==> config.mk <==
export PLATFORM = sky130hd
export DESIGN_NAME = alarm_beep_pattern_sequencer
export DESIGN_NICKNAME = d
export VERILOG_FILES = /design/src/design/abps_pkg.sv /design/src/design/abps_ram.sv /design/src/design/abps_fifo.sv /design/src/design/abps_seq.sv /design/src/design/alarm_beep_pattern_sequencer.sv
export SDC_FILE = /design/constraint.sdc
export NUM_CORES = 1
export LEC_CHECK = 0
export ABC_AREA = 1
export BUFFER_PORTS_ARGS = -buffer_cell sky130_fd_sc_hd__buf_2
export CAP_MARGIN = 20
export CORE_ASPECT_RATIO = 0.5
export CORE_MARGIN = 1
export CORE_UTILIZATION = 63
export DETAILED_ROUTE_END_ITERATION = 8
export PLACE_DENSITY = 0.78
export SYNTH_ARGS = -nofsm -noshare
export SYNTH_HDL_FRONTEND = slang
export SYNTH_HIERARCHICAL = 1
export SYNTH_SLANG_ARGS = --single-unit
export TNS_END_PERCENT = 5
==> constraint.sdc <==
create_clock -name i_clk -period 5.2 [get_ports i_clk]
set_input_delay 1.04 -clock i_clk [delete_from_list [all_inputs] [get_ports i_clk]]
set_output_delay 1.04 -clock i_clk [all_outputs]
set_load 0.005 [all_outputs]
==> src/design/abps_pkg.sv <==
// ----------------------------------------------------------------------------
// abps_pkg
// Shared types and constants of the alarm beep pattern sequencer.
// ----------------------------------------------------------------------------
package abps_pkg;

    localparam int PENDING_DEPTH_DEF = 4;
    localparam int TIME_WIDTH_DEF    = 16;

    localparam int NUM_REGS  = 8;
    localparam int CFG_IDX_W = 3;
    localparam int CFG_W     = 16;
    localparam int IN_W      = 8;
    localparam int OUT_W     = 40;

    typedef enum logic [2:0] {
        CMD_TICK    = 3'd0,
        CMD_START   = 3'd1,
        CMD_STOP    = 3'd2,
        CMD_EMPTY   = 3'd3,
        CMD_DISABLE = 3'd4
    } t_cmd;

    typedef enum logic [2:0] {
        ACC_NONE     = 3'd0,
        ACC_CRASH    = 3'd1,
        ACC_FALL     = 3'd2,
        ACC_SUDDEN   = 3'd3,
        ACC_COMBINED = 3'd4
    } t_acc;

    localparam int REG_CRASH_ON     = 0;
    localparam int REG_CRASH_OFF    = 1;
    localparam int REG_FALL_ON      = 2;
    localparam int REG_FALL_OFF     = 3;
    localparam int REG_SUDDEN_ON    = 4;
    localparam int REG_SUDDEN_OFF   = 5;
    localparam int REG_COMBINED_ON  = 6;
    localparam int REG_COMBINED_OFF = 7;

    typedef logic [NUM_REGS-1:0][CFG_W-1:0] t_cfg_regs;

    localparam t_cfg_regs CFG_RESET = {
        16'd100, 16'd100, 16'd200, 16'd300, 16'd300, 16'd500, 16'd100, 16'd200
    };

    typedef struct packed {
        logic       push;
        logic       pop;
        logic [1:0] cmd;
        logic [2:0] acc;
    } t_fifo_ctl;

    typedef struct packed {
        logic       full;
        logic       empty;
        logic [1:0] head_cmd;
        logic [2:0] head_acc;
    } t_fifo_stat;

    typedef struct packed {
        logic        buzzer_on;
        logic        alerting;
        logic [15:0] alert_count;
        logic [15:0] processed_count;
        logic        dropped;
    } t_seq_res;

    typedef struct packed {
        logic [1:0]  pad;
        logic        dropped;
        logic [2:0]  pending_count;
        logic [15:0] processed_count;
        logic [15:0] alert_count;
        logic        alerting;
        logic        buzzer_on;
    } t_result;

endpackage

==> src/design/abps_ram.sv <==
// ----------------------------------------------------------------------------
// abps_ram
// Generic single-write, single-read RAM with registered read data.
// ----------------------------------------------------------------------------
module abps_ram #(
    parameter int WIDTH = 5,
    parameter int DEPTH = 4
) (
    input  logic                                   i_clk,
    input  logic                                   i_we,
    input  logic [(DEPTH > 1 ? $clog2(DEPTH) : 1)-1:0] i_waddr,
    input  logic [WIDTH-1:0]                       i_wdata,
    input  logic [(DEPTH > 1 ? $clog2(DEPTH) : 1)-1:0] i_raddr,
    output logic [WIDTH-1:0]                       o_rdata
);

    logic [WIDTH-1:0] r_mem [DEPTH];
    logic [WIDTH-1:0] r_rdata;

    always_ff @(posedge i_clk) begin
        if (i_we) begin
            r_mem[i_waddr] <= i_wdata;
        end
        r_rdata <= r_mem[i_raddr];
    end

    assign o_rdata = r_rdata;

endmodule

==> src/design/abps_fifo.sv <==
// ----------------------------------------------------------------------------
// abps_fifo
// Pending command queue: show-ahead FIFO over a RAM with write bypass.
// ----------------------------------------------------------------------------
module abps_fifo #(
    parameter int DEPTH = 4
) (
    input  logic                           i_clk,
    input  logic                           i_rst_n,
    input  abps_pkg::t_fifo_ctl            i_ctl,
    output abps_pkg::t_fifo_stat           o_stat,
    output logic [$clog2(DEPTH+1)-1:0]     o_fill_next
);
    import abps_pkg::*;

    localparam int AW = (DEPTH > 1) ? $clog2(DEPTH) : 1;
    localparam int FW = $clog2(DEPTH + 1);
    localparam int EW = 5;

    logic [AW-1:0] r_head, n_head;
    logic [AW-1:0] r_tail, n_tail;
    logic [FW-1:0] r_fill, n_fill;
    logic          r_byp;
    logic [EW-1:0] r_byp_data;
    logic [EW-1:0] w_wdata;
    logic [EW-1:0] w_rdata;
    logic [EW-1:0] w_head;

    function automatic logic [AW-1:0] ptr_inc(input logic [AW-1:0] p);
        if (p == AW'(DEPTH - 1)) begin
            return '0;
        end
        return p + AW'(1);
    endfunction

    assign w_wdata = {i_ctl.cmd, i_ctl.acc};
    assign n_head  = i_ctl.pop  ? ptr_inc(r_head) : r_head;
    assign n_tail  = i_ctl.push ? ptr_inc(r_tail) : r_tail;

    always_comb begin
        n_fill = r_fill;
        if (i_ctl.push && !i_ctl.pop) begin
            n_fill = r_fill + FW'(1);
        end else if (i_ctl.pop && !i_ctl.push) begin
            n_fill = r_fill - FW'(1);
        end
    end

    abps_ram #(
        .WIDTH (EW),
        .DEPTH (DEPTH)
    ) u_ram (
        .i_clk   (i_clk),
        .i_we    (i_ctl.push),
        .i_waddr (r_tail),
        .i_wdata (w_wdata),
        .i_raddr (n_head),
        .o_rdata (w_rdata)
    );

    always_ff @(posedge i_clk) begin
        if (!i_rst_n) begin
            r_head <= '0;
            r_tail <= '0;
            r_fill <= '0;
            r_byp  <= 1'b0;
        end else begin
            r_head <= n_head;
            r_tail <= n_tail;
            r_fill <= n_fill;
            r_byp  <= i_ctl.push && (r_tail == n_head);
        end
        r_byp_data <= w_wdata;
    end

    assign w_head          = r_byp ? r_byp_data : w_rdata;
    assign o_stat.full     = (r_fill == FW'(DEPTH));
    assign o_stat.empty    = (r_fill == '0);
    assign o_stat.head_cmd = w_head[4:3];
    assign o_stat.head_acc = w_head[2:0];
    assign o_fill_next     = n_fill;

endmodule

==> src/design/abps_seq.sv <==
// ----------------------------------------------------------------------------
// abps_seq
// Alarm state, phase timer and counters; decides each command in one pass.
// ----------------------------------------------------------------------------
module abps_seq #(
    parameter int TIME_WIDTH = 16
) (
    input  logic                  i_clk,
    input  logic                  i_rst_n,
    input  logic                  i_step,
    input  logic [2:0]            i_cmd,
    input  logic [2:0]            i_acc,
    input  abps_pkg::t_cfg_regs   i_cfg,
    input  abps_pkg::t_fifo_stat  i_fifo,
    output abps_pkg::t_fifo_ctl   o_fifo_ctl,
    output abps_pkg::t_seq_res    o_res
);
    import abps_pkg::*;

    localparam logic [32:0] TIME_MAX = (33'd1 << TIME_WIDTH) - 33'd1;

    logic                  r_active, n_active;
    logic                  r_off, n_off;
    logic [TIME_WIDTH-1:0] r_elapsed, n_elapsed;
    logic [TIME_WIDTH-1:0] r_on_len, n_on_len;
    logic [TIME_WIDTH-1:0] r_off_len, n_off_len;
    logic [15:0]           r_alert, n_alert;
    logic [15:0]           r_processed, n_processed;

    logic [2:0]            w_ld_acc;
    logic [15:0]           w_ld_on16, w_ld_off16;
    logic [TIME_WIDTH-1:0] w_ld_on, w_ld_off;
    logic [TIME_WIDTH-1:0] w_el_inc, w_len;
    logic                  w_push, w_pop, w_dropped, w_act_idle;
    logic [1:0]            w_act_cmd;

    function automatic logic [TIME_WIDTH-1:0] clamp_time(input logic [15:0] v);
        if ({17'd0, v} > TIME_MAX) begin
            return '1;
        end
        return TIME_WIDTH'(v);
    endfunction

    assign w_ld_acc = (i_cmd == CMD_TICK) ? i_fifo.head_acc : i_acc;

    always_comb begin
        unique case (w_ld_acc)
            ACC_CRASH: begin
                w_ld_on16  = i_cfg[REG_CRASH_ON];
                w_ld_off16 = i_cfg[REG_CRASH_OFF];
            end
            ACC_FALL: begin
                w_ld_on16  = i_cfg[REG_FALL_ON];
                w_ld_off16 = i_cfg[REG_FALL_OFF];
            end
            ACC_COMBINED: begin
                w_ld_on16  = i_cfg[REG_COMBINED_ON];
                w_ld_off16 = i_cfg[REG_COMBINED_OFF];
            end
            default: begin
                w_ld_on16  = i_cfg[REG_SUDDEN_ON];
                w_ld_off16 = i_cfg[REG_SUDDEN_OFF];
            end
        endcase
    end

    assign w_ld_on  = clamp_time(w_ld_on16);
    assign w_ld_off = clamp_time(w_ld_off16);
    assign w_el_inc = (r_elapsed == '1) ? r_elapsed : r_elapsed + TIME_WIDTH'(1);
    assign w_len    = r_off ? r_off_len : r_on_len;

    always_comb begin
        n_active    = r_active;
        n_off       = r_off;
        n_elapsed   = r_elapsed;
        n_on_len    = r_on_len;
        n_off_len   = r_off_len;
        n_alert     = r_alert;
        n_processed = r_processed;
        w_push      = 1'b0;
        w_pop       = 1'b0;
        w_dropped   = 1'b0;
        w_act_idle  = 1'b0;
        w_act_cmd   = i_cmd[1:0];
        unique case (i_cmd)
            CMD_TICK: begin
                if (!r_active) begin
                    if (!i_fifo.empty) begin
                        w_pop      = 1'b1;
                        w_act_idle = 1'b1;
                        w_act_cmd  = i_fifo.head_cmd;
                    end
                end else if (w_el_inc < w_len) begin
                    n_elapsed = w_el_inc;
                end else begin
                    n_elapsed = '0;
                    if (!r_off) begin
                        n_off = 1'b1;
                    end else begin
                        n_off = 1'b0;
                        if (!i_fifo.empty) begin
                            w_pop       = 1'b1;
                            n_processed = r_processed + 16'd1;
                            if (i_fifo.head_cmd == 2'(CMD_STOP)) begin
                                n_active = 1'b0;
                            end else if (i_fifo.head_cmd == 2'(CMD_START)) begin
                                n_alert   = r_alert + 16'd1;
                                n_on_len  = w_ld_on;
                                n_off_len = w_ld_off;
                            end
                        end
                    end
                end
            end
            CMD_START, CMD_STOP, CMD_EMPTY: begin
                if (!r_active && i_fifo.empty) begin
                    w_act_idle = 1'b1;
                end else if (!i_fifo.full) begin
                    w_push = 1'b1;
                end else begin
                    w_dropped = 1'b1;
                end
            end
            CMD_DISABLE: begin
                n_active  = 1'b0;
                n_off     = 1'b0;
                n_elapsed = '0;
            end
            default: begin
            end
        endcase
        if (w_act_idle) begin
            n_processed = r_processed + 16'd1;
            if (w_act_cmd == 2'(CMD_START)) begin
                n_active  = 1'b1;
                n_off     = 1'b0;
                n_elapsed = '0;
                n_alert   = r_alert + 16'd1;
                n_on_len  = w_ld_on;
                n_off_len = w_ld_off;
            end
        end
    end

    always_ff @(posedge i_clk) begin
        if (!i_rst_n) begin
            r_active    <= 1'b0;
            r_off       <= 1'b0;
            r_elapsed   <= '0;
            r_on_len    <= '0;
            r_off_len   <= '0;
            r_alert     <= '0;
            r_processed <= '0;
        end else if (i_step) begin
            r_active    <= n_active;
            r_off       <= n_off;
            r_elapsed   <= n_elapsed;
            r_on_len    <= n_on_len;
            r_off_len   <= n_off_len;
            r_alert     <= n_alert;
            r_processed <= n_processed;
        end
    end

    assign o_fifo_ctl.push = w_push && i_step;
    assign o_fifo_ctl.pop  = w_pop && i_step;
    assign o_fifo_ctl.cmd  = i_cmd[1:0];
    assign o_fifo_ctl.acc  = i_acc;

    assign o_res.buzzer_on       = n_active && !n_off;
    assign o_res.alerting        = n_active;
    assign o_res.alert_count     = n_alert;
    assign o_res.processed_count = n_processed;
    assign o_res.dropped         = w_dropped;

endmodule

==> src/design/alarm_beep_pattern_sequencer.sv <==
// ----------------------------------------------------------------------------
// alarm_beep_pattern_sequencer
// Buzzer alarm sequencer: beep patterns by accident type, pending command
// queue, alert and processed counters. One result per command.
//
//   channel  | dir | transfer when                  | contents
//   s_axis   | in  | s_axis_tvalid & s_axis_tready  | one tick or command
//   m_axis   | out | m_axis_tvalid & m_axis_tready  | status after that item
//   cfg      | in  | i_cfg_wr_en                    | one pattern length reg
//
// Items go through the input register and sequencer into the result register;
// a new item is taken every cycle unless the output stalls. The input and result
// registers hold across output stalls, so one item is still taken while a result
// waits. Synchronous active-low reset clears all control state; no clearing pass.
// ----------------------------------------------------------------------------
module alarm_beep_pattern_sequencer #(
    parameter int PENDING_DEPTH = abps_pkg::PENDING_DEPTH_DEF,
    parameter int TIME_WIDTH    = abps_pkg::TIME_WIDTH_DEF
) (
    input  logic                          i_clk,
    input  logic                          i_rst_n,
    input  logic                          s_axis_tvalid,
    output logic                          s_axis_tready,
    // [2:0] command, [5:3] accident_type, [7:6] zero
    input  logic [abps_pkg::IN_W-1:0]     s_axis_tdata,
    output logic                          m_axis_tvalid,
    input  logic                          m_axis_tready,
    // [0] buzzer_on, [1] alerting, [17:2] alert_count, [33:18] processed_count,
    // [36:34] pending_count, [37] dropped, [39:38] zero
    output logic [abps_pkg::OUT_W-1:0]    m_axis_tdata,
    input  logic                          i_cfg_wr_en,
    input  logic [abps_pkg::CFG_IDX_W-1:0] i_cfg_index,
    input  logic [abps_pkg::CFG_W-1:0]    i_cfg_data
);
    import abps_pkg::*;

    localparam int FW = $clog2(PENDING_DEPTH + 1);

    t_cfg_regs  r_cfg;
    logic       r_in_valid;
    logic [2:0] r_in_cmd;
    logic [2:0] r_in_acc;
    logic       r_out_valid;
    t_result    r_out;
    logic       w_adv;
    t_fifo_ctl  w_fifo_ctl;
    t_fifo_stat w_fifo_stat;
    t_seq_res   w_res;
    logic [FW-1:0] w_fill_next;

    assign w_adv         = r_in_valid && (!r_out_valid || m_axis_tready);
    assign s_axis_tready = !r_in_valid || w_adv;

    always_ff @(posedge i_clk) begin
        if (!i_rst_n) begin
            r_cfg <= CFG_RESET;
        end else if (i_cfg_wr_en) begin
            r_cfg[i_cfg_index] <= i_cfg_data;
        end
    end

    always_ff @(posedge i_clk) begin
        if (!i_rst_n) begin
            r_in_valid <= 1'b0;
        end else if (s_axis_tvalid && s_axis_tready) begin
            r_in_valid <= 1'b1;
        end else if (w_adv) begin
            r_in_valid <= 1'b0;
        end
        if (s_axis_tvalid && s_axis_tready) begin
            r_in_cmd <= s_axis_tdata[2:0];
            r_in_acc <= s_axis_tdata[5:3];
        end
    end

    abps_fifo #(
        .DEPTH (PENDING_DEPTH)
    ) u_fifo (
        .i_clk       (i_clk),
        .i_rst_n     (i_rst_n),
        .i_ctl       (w_fifo_ctl),
        .o_stat      (w_fifo_stat),
        .o_fill_next (w_fill_next)
    );

    abps_seq #(
        .TIME_WIDTH (TIME_WIDTH)
    ) u_seq (
        .i_clk      (i_clk),
        .i_rst_n    (i_rst_n),
        .i_step     (w_adv),
        .i_cmd      (r_in_cmd),
        .i_acc      (r_in_acc),
        .i_cfg      (r_cfg),
        .i_fifo     (w_fifo_stat),
        .o_fifo_ctl (w_fifo_ctl),
        .o_res      (w_res)
    );

    always_ff @(posedge i_clk) begin
        if (!i_rst_n) begin
            r_out_valid <= 1'b0;
            r_out       <= '0;
        end else if (w_adv) begin
            r_out_valid           <= 1'b1;
            r_out.pad             <= '0;
            r_out.dropped         <= w_res.dropped;
            r_out.pending_count   <= 3'(w_fill_next);
            r_out.processed_count <= w_res.processed_count;
            r_out.alert_count     <= w_res.alert_count;
            r_out.alerting        <= w_res.alerting;
            r_out.buzzer_on       <= w_res.buzzer_on;
        end else if (m_axis_tready) begin
            r_out_valid <= 1'b0;
        end
    end

    assign m_axis_tvalid = r_out_valid;
    assign m_axis_tdata  = r_out;

`ifndef SYNTHESIS
    a_drop_when_full: assert property (@(posedge i_clk) disable iff (!i_rst_n)
        r_out_valid && r_out.dropped |-> r_out.pending_count == 3'(PENDING_DEPTH))
        else $error("dropped command while queue not full");

    a_buzz_needs_alert: assert property (@(posedge i_clk) disable iff (!i_rst_n)
        r_out_valid && r_out.buzzer_on |-> r_out.alerting)
        else $error("buzzer on without running alarm");

    a_processed_step: assert property (@(posedge i_clk) disable iff (!i_rst_n)
        w_adv |=> (16'(r_out.processed_count - $past(r_out.processed_count)) == 16'd0 ||
                   16'(r_out.processed_count - $past(r_out.processed_count)) == 16'd1))
        else $error("processed count moved by more than one");

    a_alert_step: assert property (@(posedge i_clk) disable iff (!i_rst_n)
        w_adv |=> (16'(r_out.alert_count - $past(r_out.alert_count)) == 16'd0 ||
                   16'(r_out.alert_count - $past(r_out.alert_count)) == 16'd1))
        else $error("alert count moved by more than one");

    a_stall_cause: assert property (@(posedge i_clk) disable iff (!i_rst_n)
        !s_axis_tready |-> r_in_valid && r_out_valid && !m_axis_tready)
        else $error("input stalled without a full pipeline");
`endif

endmodule
==> results.cfg <==
[yosys]
synth_area_leaders = dfxtp_1 (34%), nand2_1 (16%), nor2_1 (7.3%), nand3_1 (6.5%), inv_1 (5.7%)
yosys.area.top_type_share_pct = 33.6
avgSynthCellArea_sq_um = 6.77
synth_edf_count = 26
synth_top_flop_cell = dfxtp_1
synth_top_cell_by_area = dfxtp_1
yosysWarnings = 6
synth_common_cells = nand2_1 (683), nor2_1 (310), dfxtp_1 (268), inv_1 (243), nand3_1 (208)
ys_types = 47
syn_inst = 2356
synth.ff_latch_count = 294
ys_async_sr_fraction_pct = 0
synth_area_sq_um = 16000
ys_seq_area_share_pct = 38.5
synth.most_common_cell = nand2_1

[setup_path]
cpLargestDelayFamily = simple AND/OR/NAND/NOR gates
path_class = reg2reg
path_max_fanout = 11
cp.arrival_ns = 4.89
cpMostUsedCell = nand2_1
cp.buffers_inverters = 7
start_kind = flop
critical-path-slowest-cell = dfxtp_1
slowest_delay_ns = 0.43
end_kind = flop
cp_data_required_time_ns = 5.62

[cts]
clock_latency_ns = 0.55
clockBufferDepth = 3
cts_setup_buffers = 0
ctsResizeCount = 0
postCtsHoldBufs = 0
cts_buffers = 26
cts.sinks = 294
cts_htree_levels = 1
cts_tree = built
clock-root-buffer = clkbuf_16
path_clk_slew_ns = 0.07

[placed_design]
dp_cells = 2652
placed_area_sq_um = 16200
io_buffers = 69
hpwlAfterDp_mm = 23.7
routabilityCongestion = 0.880

[detailed_routing]
antenna_left = 0
dr_total_vias = 14586
drc = 0
dr.pass1.iters = 6
wirelength_mm = 38.5
drtIter0Drc = 1386
vias_per_cell = 5.40
wl_per_cell_microns = 14.3

[global_routing]
gr-usage-all-layers_pct = 29.5
grt_pass1_wl_mm = 62.4
grt_pass1_vias = 12663
grt_start_max_net_pins = 99
antenna_found_initial = 0
grt-ovfl-total = 0

[finish]
postLayoutCellArea_sq_um = 17100
fillers = 2194
stdcell_count = 2699
area_growth_pct = 7.19
drive_gt1_share_pct = 11.2
final_net_count = 2400
n_antenna_cell = 0

[worst_hold_path]
min_path_type = reg2reg

[power_and_ir_drop]
power.density_nw_per_um2 = 300
ir_drop_v = 0.000206
power_mw = 5.14
leakage_nw = 7.94

[floorplanning]
initial_core_util_pct = 65.4
placementRows = 40
die_area_sq_um = 26000
num_io_pins = 74
core_area_sq_um = 24400
die_h_microns = 115
die_w_microns = 227

[timing]
slew_viol_final = 0
rsz0062_at_grt = false
relSlewSlack_pct = 29.7
timing.fmax_ghz = 0.224
period_share_pct = 85.9
tightest_slew_ns = 1.05
timing.setup.tns_ns = 0
finClkSkew_ns = 0.0124
fin_crit_ns = 4.47
hold_violations = 0
setup_viol = 0

[run]
cap_viol_max_count = 0

[status]
status = complete, no violations
[metal layers]
layer,GRT usage (%),wire (microns),vias to the layer above
li1,-,-,7433
met1,40.6,17700,6672
met2,48.8,17600,438
met3,5.11,2790,43
met4,6.13,456,0
met5,0,0,-
[cell families (layout without fill, tap and decap cells)]
logic type / Yosys count / in the layout / synth area share [%]
mux: 8 / 8 / 0.541
other cells: 1 / 2 / 0.0235
fa+ha+maj: 22 / 22 / 1.72
flops: 294 / 294 / 38.5
xor+xnor: 15 / 15 / 0.823
buf+inv: 388 / 394 / 10.6
compound gates: 276 / 276 / 10.5
simple gates: 1352 / 1352 / 37.3
[sequential cells by signal, summed over array words and instances (netlist names), 5 cells and up]
name	flops
u_seq/r_alert	16
u_seq/r_off_len	16
u_fifo/r_byp_data	5
u_fifo/u_ram/r_mem	20
u_fifo/u_ram/o_rdata	5
r_cfg	128
m_axis_tdata	38
u_seq/r_elapsed	16
u_seq/r_processed	16
u_seq/r_on_len	16
[power by group]
group          leakage, nW  internal (mW)  switching, mW
logic                 5.09          0.228          0.482
clock network        0.432           1.13          0.858
registers             2.43           2.38         0.0625
[metrics by stage]
stage                     hold WS, ns  utilization (%)  setup slack (ns)
after floorplan                 0.429                -              1.44
after global placement          0.439             66.4             0.921
after detailed placement        0.444             66.4             0.829
after CTS                       0.461             69.9             0.770
after global routing            0.486             70.1             0.304
final                           0.457             70.1             0.733
[cell type report]
cell class              instances  area [sq um]  area share [%]
flip-flops and latches        294          6150            35.9
well taps                     336           420            2.46
inverters                     254           953            5.57
clock buffers                  37           773            4.52
multi-input cells            1675          8150            47.6
repair buffers                 95           576            3.36
clock inverters                 8          90.1           0.527
[worst paths after layout]
| kind | start | to | cells after the start | slack [ns] |
|---|---|---|---|---|
| setup / recovery | u_seq/r_elapsed[1] | u_fifo/u_ram/o_rdata[0] | 29 | 0.73 |
| hold / removal | r_cfg[102] | r_cfg[102] | 2 | 0.46 |
| setup reg to reg | u_seq/r_elapsed[1] | u_fifo/u_ram/o_rdata[0] | 29 | 0.73 |
| hold reg to reg | r_cfg[102] | r_cfg[102] | 2 | 0.46 |
[cell usage in the layout (no fill, tap or decap), drive strengths merged, types with 2 or more instances in the layout]
master  count
mux2        5
o211ai      4
inv       254
conb        2
bufinv      2
a22oi      11
o22ai      15
xor2       15
clkinv      6
a21oi     115
nor4        2
clkbuf     37
nor2      326
nand4      26
o21ai     122
mux2i       3
buf        95
nand3b     41
nand2     720
nand3     209
nor3       27
a211oi      2
dfxtp     268
ha         22
o31ai       2
edfxtp     26
[tightest hold or removal path, cell delays in order (launching register included)]
cell and delay, ns:
dfxtp_1 0.32, nand2_1 0.05, nand3_1 0.05
Note: power is estimated with default switching activity, not from simulation.
